[config.mk]
export PLATFORM = sky130hd
export DESIGN_NAME = psg_tone_noise_envelope
export DESIGN_NICKNAME = d
export VERILOG_FILES = /design/src/hw/rtl/psg_pkg.sv /design/src/hw/rtl/psg_tone.sv /design/src/hw/rtl/psg_tone_noise_envelope.sv
export SDC_FILE = /design/constraint.sdc
export NUM_CORES = 1
export LEC_CHECK = 0
export BUFFER_PORTS_ARGS = -buffer_cell sky130_fd_sc_hd__buf_2
export CORE_ASPECT_RATIO = 1.5
export CORE_MARGIN = 1.5
export CORE_UTILIZATION = 48
export CTS_CLUSTER_DIAMETER = 120
export DETAILED_ROUTE_END_ITERATION = 12
export PLACE_DENSITY = 0.7
export REMOVE_ABC_BUFFERS = 1
export SYNTH_ARGS = -nofsm -noshare
export SYNTH_HDL_FRONTEND = slang
export SYNTH_SLANG_ARGS = --single-unit
[constraint.sdc]
create_clock -name i_clk -period 5.15 [get_ports i_clk]
set_input_delay 0.7725 -clock i_clk [delete_from_list [all_inputs] [get_ports i_clk]]
set_output_delay 0.7725 -clock i_clk [all_outputs]
set_load 0.03 [all_outputs]
[src/hw/rtl/psg_pkg.sv]
// ----------------------------------------------------------------------------
// psg_pkg
// Register map, command codes, envelope types and the envelope step function.
// ----------------------------------------------------------------------------
`default_nettype none

package psg_pkg;

    localparam int NUM_REGS  = 16;
    localparam int NUM_LANES = 3;

    // command codes (tuser)
    localparam logic [1:0] CMD_TICK    = 2'd0;
    localparam logic [1:0] CMD_WRITE   = 2'd1;
    localparam logic [1:0] CMD_RESTART = 2'd2;

    // register indexes
    localparam logic [3:0] REG_NOISE      = 4'd6;
    localparam logic [3:0] REG_MIXER      = 4'd7;
    localparam logic [3:0] REG_AMP_BASE   = 4'd8;
    localparam logic [3:0] REG_ENV_FINE   = 4'd11;
    localparam logic [3:0] REG_ENV_COARSE = 4'd12;
    localparam logic [3:0] REG_SHAPE      = 4'd13;

    // shape register bits
    localparam int SHAPE_HOLD   = 0;
    localparam int SHAPE_ALT    = 1;
    localparam int SHAPE_ATTACK = 2;
    localparam int SHAPE_CONT   = 3;

    // envelope direction codes
    localparam logic [1:0] DIR_STOP = 2'd0;
    localparam logic [1:0] DIR_UP   = 2'd1;
    localparam logic [1:0] DIR_DOWN = 2'd2;

    localparam logic [3:0] LVL_MIN = 4'd0;
    localparam logic [3:0] LVL_MAX = 4'd15;

    typedef struct packed {
        logic [1:0] dir;
        logic [3:0] level;
    } t_env_state;

    // envelope update event broadcast to every channel
    typedef struct packed {
        logic       step;
        logic [3:0] level;
    } t_env_evt;

    function automatic t_env_state env_advance(input t_env_state cur, input logic [7:0] shape);
        t_env_state nxt;
        logic       at_end;
        nxt    = cur;
        at_end = ((cur.dir == DIR_DOWN) && (cur.level == LVL_MIN)) ||
                 ((cur.dir == DIR_UP) && (cur.level == LVL_MAX));
        if (at_end) begin
            if (!shape[SHAPE_CONT]) begin
                nxt.level = LVL_MIN;
                nxt.dir   = DIR_STOP;
            end else begin
                if (shape[SHAPE_ALT]) begin
                    nxt.dir = (cur.dir == DIR_UP) ? DIR_DOWN : DIR_UP;
                end else begin
                    nxt.level = (cur.dir == DIR_UP) ? LVL_MIN : LVL_MAX;
                end
                if (shape[SHAPE_HOLD]) begin
                    nxt.level = (nxt.dir == DIR_UP) ? LVL_MAX : LVL_MIN;
                    nxt.dir   = DIR_STOP;
                end
            end
        end else if (cur.dir == DIR_UP) begin
            nxt.level = cur.level + 4'd1;
        end else if (cur.dir == DIR_DOWN) begin
            nxt.level = cur.level - 4'd1;
        end
        return nxt;
    endfunction

endpackage

`default_nettype wire

[src/hw/rtl/psg_tone.sv]
// ----------------------------------------------------------------------------
// psg_tone
// One channel: tone period counter, square output and channel volume.
// ----------------------------------------------------------------------------
`default_nettype none

module psg_tone import psg_pkg::*; (
    input  wire logic       i_clk,
    input  wire logic       i_rst_n,
    input  wire logic       i_work,         // divided tick for this word
    input  wire logic [7:0] i_fine,
    input  wire logic [3:0] i_coarse,
    input  wire logic [4:0] i_amp,
    input  wire t_env_evt   i_env,
    output logic            o_square_next,
    output logic [3:0]      o_volume_next
);

    logic        r_square;
    logic [15:0] r_count;
    logic [3:0]  r_volume;
    logic        n_square;
    logic [15:0] n_count;
    logic [3:0]  n_volume;
    logic [11:0] w_period_raw;
    logic [15:0] w_period;
    logic        w_wrap;

    assign w_period_raw = {i_coarse, i_fine};
    // zero period acts as one; period is counted in units of 8
    assign w_period = {1'b0, ((w_period_raw == 12'd0) ? 12'd1 : w_period_raw), 3'b000};
    assign w_wrap   = (r_count >= w_period);

    always_comb begin
        n_square = r_square;
        n_count  = r_count;
        n_volume = r_volume;
        if (i_work) begin
            if (!i_amp[4]) begin
                n_volume = i_amp[3:0];
            end else if (i_env.step) begin
                n_volume = i_env.level;
            end
            // silent channel holds its square
            if (i_amp != 5'd0) begin
                if (w_wrap) begin
                    n_square = ~r_square;
                    n_count  = 16'd1;
                end else begin
                    n_count  = r_count + 16'd1;
                end
            end
        end
    end

    always_ff @(posedge i_clk) begin
        if (!i_rst_n) begin
            r_square <= 1'b0;
            r_count  <= '0;
            r_volume <= '0;
        end else begin
            r_square <= n_square;
            r_count  <= n_count;
            r_volume <= n_volume;
        end
    end

    assign o_square_next = n_square;
    assign o_volume_next = n_volume;

endmodule

`default_nettype wire

[src/hw/rtl/psg_tone_noise_envelope.sv]
// ----------------------------------------------------------------------------
// psg_tone_noise_envelope
// Three-channel tone, noise and envelope sound generator, mixer-gated levels.
// ----------------------------------------------------------------------------
// Usage:
//   The slave channel carries one command word per transfer: tuser holds the
//   command (tick, register write, envelope restart), tdata the register
//   address and byte. Every accepted word yields exactly one output word on
//   the master channel holding the three gated channel levels.
//   The levels for a word appear in the output register on the cycle
//   after the word is accepted. Throughput is one word per clock; a new word
//   is accepted in every cycle in which the output register is empty or
//   being drained.
//   When the receiver stalls, the output word holds and tready drops once
//   the output register is full, so no word is lost or repeated.
//   A synchronous active-low reset clears the register file, all counters,
//   the envelope and the output valid flag; the noise shifter resets to one.
//   tready stays low while reset is asserted.
//   Only every second tick advances the tone, noise and envelope counters.
// ----------------------------------------------------------------------------
`default_nettype none

module psg_tone_noise_envelope import psg_pkg::*; #(
    parameter int CHANNELS = 3
) (
    input  wire logic        i_clk,
    input  wire logic        i_rst_n,
    input  wire logic        i_s_axis_tvalid,
    output logic             o_s_axis_tready,
    input  wire logic [15:0] i_s_axis_tdata,   // [3:0] reg_addr, [11:4] reg_data
    input  wire logic [1:0]  i_s_axis_tuser,   // [1:0] command
    output logic             o_m_axis_tvalid,
    input  wire logic        i_m_axis_tready,
    output logic [15:0]      o_m_axis_tdata    // [3:0] level_a, [7:4] level_b, [11:8] level_c
);

    logic [7:0]  r_regs [NUM_REGS];
    logic [7:0]  n_regs [NUM_REGS];
    logic        r_half;
    logic [15:0] r_noise_cnt;
    logic [15:0] n_noise_cnt;
    logic [16:0] r_lfsr;
    logic [16:0] n_lfsr;
    logic [20:0] r_env_cnt;
    logic [20:0] n_env_cnt;
    t_env_state  r_env;
    t_env_state  n_env;
    logic        r_out_valid;
    logic [15:0] r_out_data;

    logic        w_accept;
    logic [1:0]  w_cmd;
    logic [3:0]  w_addr;
    logic [7:0]  w_data;
    logic        w_work;
    logic [4:0]  w_noise_raw;
    logic [15:0] w_noise_per;
    logic [15:0] w_env_raw;
    logic [20:0] w_env_per;
    logic        w_env_step;
    t_env_state  w_env_adv;
    t_env_evt    w_env_evt;
    logic [3:0]  w_level [NUM_LANES];

    assign w_cmd  = i_s_axis_tuser;
    assign w_addr = i_s_axis_tdata[3:0];
    assign w_data = i_s_axis_tdata[11:4];

    // accept whenever the output register is free or draining
    assign o_s_axis_tready = i_rst_n & (~r_out_valid | i_m_axis_tready);
    assign w_accept        = i_s_axis_tvalid & o_s_axis_tready;

    // divide ticks by two: work on the tick that returns the phase to zero
    assign w_work = w_accept && (w_cmd == CMD_TICK) && r_half;

    // register file write
    always_comb begin
        n_regs = r_regs;
        if (w_accept && (w_cmd == CMD_WRITE)) begin
            n_regs[w_addr] = w_data;
        end
    end

    // noise: period in units of 16, zero acts as one; whole byte zero halts it
    assign w_noise_raw = r_regs[REG_NOISE][4:0];
    assign w_noise_per = {7'd0, ((w_noise_raw == 5'd0) ? 5'd1 : w_noise_raw), 4'b0000};

    always_comb begin
        n_noise_cnt = r_noise_cnt;
        n_lfsr      = r_lfsr;
        if (w_work && (r_regs[REG_NOISE] != 8'd0)) begin
            if (r_noise_cnt >= w_noise_per) begin
                n_lfsr      = {r_lfsr[0] ^ r_lfsr[3], r_lfsr[16:1]};
                n_noise_cnt = 16'd1;
            end else begin
                n_noise_cnt = r_noise_cnt + 16'd1;
            end
        end
    end

    // envelope: period in units of 16, zero acts as one
    assign w_env_raw  = {r_regs[REG_ENV_COARSE], r_regs[REG_ENV_FINE]};
    assign w_env_per  = {1'b0, ((w_env_raw == 16'd0) ? 16'd1 : w_env_raw), 4'b0000};
    assign w_env_step = (r_env_cnt >= w_env_per);
    assign w_env_adv  = env_advance(r_env, r_regs[REG_SHAPE]);

    always_comb begin
        n_env     = r_env;
        n_env_cnt = r_env_cnt;
        if (w_accept && (w_cmd == CMD_RESTART)) begin
            // restart loads direction and level only; counter keeps running
            if (r_regs[REG_SHAPE][SHAPE_ATTACK]) begin
                n_env.dir   = DIR_UP;
                n_env.level = LVL_MIN;
            end else begin
                n_env.dir   = DIR_DOWN;
                n_env.level = LVL_MAX;
            end
        end else if (w_work) begin
            if (w_env_step) begin
                n_env     = w_env_adv;
                n_env_cnt = 21'd1;
            end else begin
                n_env_cnt = r_env_cnt + 21'd1;
            end
        end
    end

    assign w_env_evt.step  = w_env_step;
    assign w_env_evt.level = w_env_adv.level;

    // channel lanes; absent channels report zero
    for (genvar gi = 0; gi < NUM_LANES; gi++) begin : g_lane
        if (gi < CHANNELS) begin : g_on
            logic       w_square;
            logic [3:0] w_volume;
            logic       w_pass;

            psg_tone u_tone (
                .i_clk         (i_clk),
                .i_rst_n       (i_rst_n),
                .i_work        (w_work),
                .i_fine        (r_regs[4'(2 * gi)]),
                .i_coarse      (r_regs[4'(2 * gi + 1)][3:0]),
                .i_amp         (r_regs[REG_AMP_BASE + 4'(gi)][4:0]),
                .i_env         (w_env_evt),
                .o_square_next (w_square),
                .o_volume_next (w_volume)
            );

            // mixer: a disabled source passes
            assign w_pass = (w_square | n_regs[REG_MIXER][gi]) &
                            (n_lfsr[0] | n_regs[REG_MIXER][gi + 3]);
            assign w_level[gi] = w_pass ? w_volume : 4'd0;
        end else begin : g_off
            assign w_level[gi] = 4'd0;
        end
    end

    always_ff @(posedge i_clk) begin
        if (!i_rst_n) begin
            for (int i = 0; i < NUM_REGS; i++) begin
                r_regs[4'(i)] <= 8'd0;
            end
            r_half      <= 1'b0;
            r_noise_cnt <= '0;
            r_lfsr      <= 17'd1;
            r_env_cnt   <= '0;
            r_env       <= '{dir: DIR_STOP, level: LVL_MIN};
            r_out_valid <= 1'b0;
        end else begin
            r_regs      <= n_regs;
            r_noise_cnt <= n_noise_cnt;
            r_lfsr      <= n_lfsr;
            r_env_cnt   <= n_env_cnt;
            r_env       <= n_env;
            if (w_accept && (w_cmd == CMD_TICK)) begin
                r_half <= ~r_half;
            end
            if (w_accept) begin
                r_out_valid <= 1'b1;
            end else if (i_m_axis_tready) begin
                r_out_valid <= 1'b0;
            end
        end
    end

    // output word register, loaded on accept
    always_ff @(posedge i_clk) begin
        if (w_accept) begin
            r_out_data <= {4'd0, w_level[2], w_level[1], w_level[0]};
        end
    end

    assign o_m_axis_tvalid = r_out_valid;
    assign o_m_axis_tdata  = r_out_data;

endmodule

`default_nettype wire

; Word level (Yosys, flattened, before mapping)
; Index checks and enable logic that the tools add are counted.
[word_totals]
reg_bits = 265
in_bits = 22
elab_cells = 162
[op_classes]
addsub = 7
n_lt_le_gt_ge = 7
eq_ne = 6
mux = 53
bitwise = 20
n_reduce_logical = 32
[op_table]
columns = operator, n
row1 = $bwmux W128, 1
row2 = $mux W16, 5
row3 = $mux W70, 1
row4 = $add A16 B1 Y16 const B, 4
row5 = $mux W4, 15
row6 = $ge A16 B15 Y1, 3
row7 = $logic_not A12 Y1, 3
row8 = $mux W12, 3
row9 = $mux W6, 6
row10 = $demux W8 S4, 1
row11 = $add A21 B1 Y21 const B, 1
row12 = $ge A21 B20 Y1, 1
row13 = $mux W21, 1
row14 = $ge A16 B9 Y1, 1
row15 = $logic_not A16 Y1, 1
row16 = $reduce_bool A5 Y1, 3
row17 = $reduce_and A2 Y1, 7
row18 = $mux W1, 13
row19 = $mux W2, 5
row20 = $logic_and A1 B1 Y1, 8
row21 = $mux W8, 1
row22 = $reduce_bool A2 Y1, 4
row23 = $reduce_bool A8 Y1, 1
row24 = $or A1 B1 Y1, 7
row25 = other kinds (17), 29

; Longest topological paths before layout
[depth]
depth_word = 13
ltp_mapped = 11
mapped_depth_nobuf = 9

; Hierarchy
; Synthesis repeated with hierarchy kept, for this count alone.
[hier_totals]
hier_cells = 1172
area_unflattened_um2 = 11223.3
[modules_own_cells]
columns = module, n_inst, cells_per_inst, area_each_um2, seq_area_each_um2
row1 = psg_tone_noise_envelope, 1, 683, 7188.1, 3653.5
row2 = psg_tone, 3, 163, 1345.0, 420.4

; Worst setup path after synthesis
; Ideal clock, no wire load.
[synth_timing]
path_type = input to register
from = input port i_rst_n
to = register r_regs[40] in the netlist's numbering (enable)
setup_time_ns = 0.343
t_arrival_ns = 2.495
t_required_ns = 4.807
path_slack_ns = 2.312
stages = 7
path_cell_list = buf_2 -> nand2_2 -> or3_1 -> clkbuf_1 -> nor3b_2 -> buf_2 -> nor2b_1
[synth_via]
elab_chain_cells = 4
[synth_lines]
columns = item, line
row1 = "start, declared", psg_tone_noise_envelope.sv:27  ; input wire logic i_rst_n,
row2 = $and A1 B1 Y1, psg_tone_noise_envelope.sv:70  ; assign o_s_axis_tready = i_rst_n & (~r_out_valid | i_m_axis_tready);
row3 = $and A1 B1 Y1, psg_tone_noise_envelope.sv:71  ; assign w_accept = i_s_axis_tvalid & o_s_axis_tready;
row4 = $logic_and A1 B1 Y1, psg_tone_noise_envelope.sv:79  ; if (w_accept && (w_cmd == CMD_WRITE)) begin
row5 = $reduce_and A2 Y1 (no line) *, -
row6 = "end signal, assigned", psg_tone_noise_envelope.sv:172  ; r_regs <= n_regs;
row7 = "end, declared", psg_tone_noise_envelope.sv:37  ; logic [7:0] r_regs [NUM_REGS];
; Mark *: on every way between the ends. The rest lies on a longest branch, timed or not.
; A chain may end at the register's enable or synchronous reset.

; Worst setup path in the final report
[layout_timing]
from = input port i_s_axis_tuser[1]
to = register r_out_data[3], in the netlist o_m_axis_tdata[3] (data pin)
[layout_via]
elab_chain_cells = 7
[layout_lines]
columns = item, line
row1 = "start, declared", psg_tone_noise_envelope.sv:31  ; input wire logic [1:0] i_s_axis_tuser,
row2 = $logic_not A2 Y1, psg_tone_noise_envelope.sv:74  ; assign w_work = w_accept && (w_cmd == CMD_TICK) && r_half;
row3 = $logic_and A1 B1 Y1 (2 in a row), psg_tone_noise_envelope.sv:74
row4 = $logic_and A1 B1 Y1, psg_tone_noise_envelope.sv:91  ; if (w_work && (r_regs[REG_NOISE] != 8'd0)) begin
row5 = $mux W1, psg_tone_noise_envelope.sv:91
row6 = $or A1 B1 Y1, psg_tone_noise_envelope.sv:153  ; (n_lfsr[0] | n_regs[REG_MIXER][gi + 3]);
row7 = $and A1 B1 Y1, psg_tone_noise_envelope.sv:152  ; assign w_pass = (w_square | n_regs[REG_MIXER][gi]) &
row8 = "end signal, assigned", psg_tone_noise_envelope.sv:191  ; r_out_data <= {4'd0, w_level[2], w_level[1], w_level[0]};
row9 = "end, declared", psg_tone_noise_envelope.sv:49  ; logic [15:0] r_out_data;
; Several ways; a longest one is shown, not always the timed one.

==> metrics.yaml <==
routing:
  drt_iter0_drc: 448
  dr.pass1.iters: 4
  routedWlPerCell_um: 15.9
  vias: 8666
  drc: 0
  routed_wl_um: 24500
  drt.antenna.violating_nets: 0
  vias_per_cell: 5.61
clock_network:
  cts_max_level: 1
  clk_pin_slew_ps: 70
  clk_latency_ps: 500
  post_cts_resized: 0
  cts_buffers: 21
  postCtsSetupRepairBufs: 0
  cts_root_buffer: "clkbuf_16"
  clkSinkCount: 222
  cts_hold_buffers: 0
  cts_tree: "yes"
  cts_buffer_depth: 3
sta:
  timing.final.crit_share_pct: 63.4
  worstMarginPinSlew_ps: 1140
  hold_violations: 0
  slew_violations: 0
  fmax_ghz: 0.306
  period_needed_ps: 3270
  setup_viol: 0
  skew_ps: 13.4
  whs_ps: 458
  tns_ps: 0
  rsz0062_at_grt: "false"
  slew-limit-headroom_pct: 23.7
critical_path:
  critPathMaxFanout: 5
  setup.worst_path.end_class: "register"
  crit_slowest_cell: "mux2i_1"
  startpoint_type: "input pin"
  crit_arrival_ps: 3470
  path_class: "in -> reg"
  cpPeakStageDelay_ps: 580
  crit_chain: "buf_2, or3b_1, nor3_2, o21ai_0, a21oi_1, mux2i_1, a211oi_1"
  r2r_slack_ps: 1960
  crit_required_ps: 5360
floorplan:
  ios: 40
  core_area_um2: 22900
  dieArea_um2: 24100
  die_h_um: 189
  fp-row-count: 68
  die_w_um: 127
  start_util_pct: 48.5
global_route:
  antenna_found_initial: 2
  grt_remaining_overflow: 0
  grt_max_degree: 85
  grt_usage_pct: 20.6
  grt_pass1_wl_um: 40500
  grt_pass1_vias: 8440
yosys:
  ys_types: 73
  syn_inst: 1234
  synthesis.area_um2: 11100
  async_flop_share_pct: 0
  synth_edf_count: 47
  ys_ff_latch: 222
  avgSynthCellArea_um2: 8.99
  ys_warn_count: 0
  synth-main-ff-cell: "dfxtp_1"
  yosysSeqAreaShare_pct: 44.3
cells_and_area:
  final_nets: 1341
  utilization_pct: 53.1
  drive_gt1_share_pct: 8.55
  areaGrowthSynthToFinish_pct: 9.66
  fin_area_um2: 12200
min_path:
  hold_path_class: "reg -> reg"
placed_design:
  routabilityCongestion: 0.815
  hpwl_um: 17500
  io_buffers: 31
  placed_cell_area_um2: 11500
power_and_ir_drop:
  vdd_drop_max_uv: 260
  power_leakage_nw: 4.54
  power-per-cell-area_nw_per_um2: 284
  p_total_mw: 3.45
run_status:
  status: "finished clean"
run:
  drv_cap: 0
==> final timing paths <==
path	startpoint	end	depth (start not counted)
setup / recovery	i_s_axis_tuser[1]	o_m_axis_tdata[3]$_SDFFCE_PN0P_	7
hold / removal	r_regs[77]$_SDFFE_PN0P_	r_regs[77]$_SDFFE_PN0P_	2
setup reg to reg	r_half$_SDFFE_PN0P_	o_m_axis_tdata[3]$_SDFFCE_PN0P_	6
hold reg to reg	r_regs[77]$_SDFFE_PN0P_	r_regs[77]$_SDFFE_PN0P_	2
==> stage by stage <==
step,instances,setup slack [ps]
2_1_floorplan,1182,389
3_3_place_gp,1506,1400
3_5_place_dp,1506,1400
4_1_cts,1543,1880
5_1_grt,1543,1750
6_report,1544,1880
==> state kept, by name (all words and copies together), names as in the netlist <==
register and flops:
r_env 6, r_noise_cnt 16, r_regs 85, g_lane.g_on.u_tone.r_volume 12, o_m_axis_tdata 12, r_half 1
g_lane.g_on.u_tone.r_count 48, r_lfsr 17, o_m_axis_tvalid 1, g_lane.g_on.u_tone.r_square 3, r_env_cnt 21
==> report_power, final <==
group	internal [mW]	total (mW)	switching, mW
clock network	0.909	1.55	0.644
registers	1.78	1.79	0.00569
logic	0.0256	0.112	0.0865
total	2.72	3.45	0.737
==> cells in the mapped netlist, types with 26 or more instances <==
library cell	instances	area share (%)
inv_1	82	2.8
ha_1	70	7.9
nand2_1	122	4.1
a21oi_1	78	3.5
dfxtp_1	175	32
clkbuf_1	33	1.1
mux2i_1	33	3.0
xnor2_1	52	4.1
edfxtp_1	47	13
nand3_1	74	3.3
nor3_1	26	1.2
nor2_1	154	5.2
==> cell families after synthesis <==
| group | synth area share, % |
|---|---|
| compound gates | 10.7 |
| xor+xnor | 5.76 |
| fa+ha+maj | 7.90 |
| buf+inv | 4.97 |
| flops | 44.3 |
| mux | 3.28 |
| other cells | 0.0338 |
| simple gates | 23.0 |
==> routing by layer <==
metal  global-route usage [%]  wire length, um  vias up
li1                         -                -     4355
met1                     24.1            10200     4123
met2                     38.8            12900      151
met3                     2.46              968       35
met4                     6.34              512        2
met5                        0                7        -
==> cell type report <==
cell class                      instances  area (um^2)
Fill cell                            2117        10700
Multi-Input combinational cell        878         5650
Sequential cell                       222         4910
Clock buffer                           28          593
Tap cell                              280          350
Inverter                               82          308
Timing Repair Buffer                   44          253
Clock inverter                          9         93.8
Antenna cell                            1         2.50
==> cell usage in the layout, fill, tap and decap left out, types with 5 or more instances in the layout <==
| cell type | n |
|---|---|
| a21o_1 | 13 |
| ha_1 | 70 |
| nand3_1 | 74 |
| o21ai_0 | 12 |
| o311ai_0 | 5 |
| nor3_1 | 25 |
| buf_4 | 13 |
| or3_1 | 5 |
| nand2b_1 | 11 |
| mux2i_1 | 33 |
| clkbuf_16 | 22 |
| nor2b_1 | 6 |
| clkinv_2 | 6 |
| nor4_1 | 17 |
| dfxtp_1 | 175 |
| nor2_1 | 154 |
| a211o_1 | 5 |
| nand4_1 | 25 |
| nand2_1 | 122 |
| xnor2_1 | 52 |
| a21oi_1 | 78 |
| a31oi_1 | 21 |
| edfxtp_1 | 47 |
| inv_1 | 81 |
| a211oi_1 | 16 |
| nand3b_1 | 17 |
| buf_2 | 31 |
| and3_1 | 12 |
| xor2_1 | 21 |
==> worst max-delay path, delay by kind of cell <==
kind	cells	cell delay [ps]
AOI/OAI and AO/OA	3	1100
buffers and inverters	1	110
muxes	1	580
and+or+nand+nor	2	910
(Power assumes the default switching activity.)
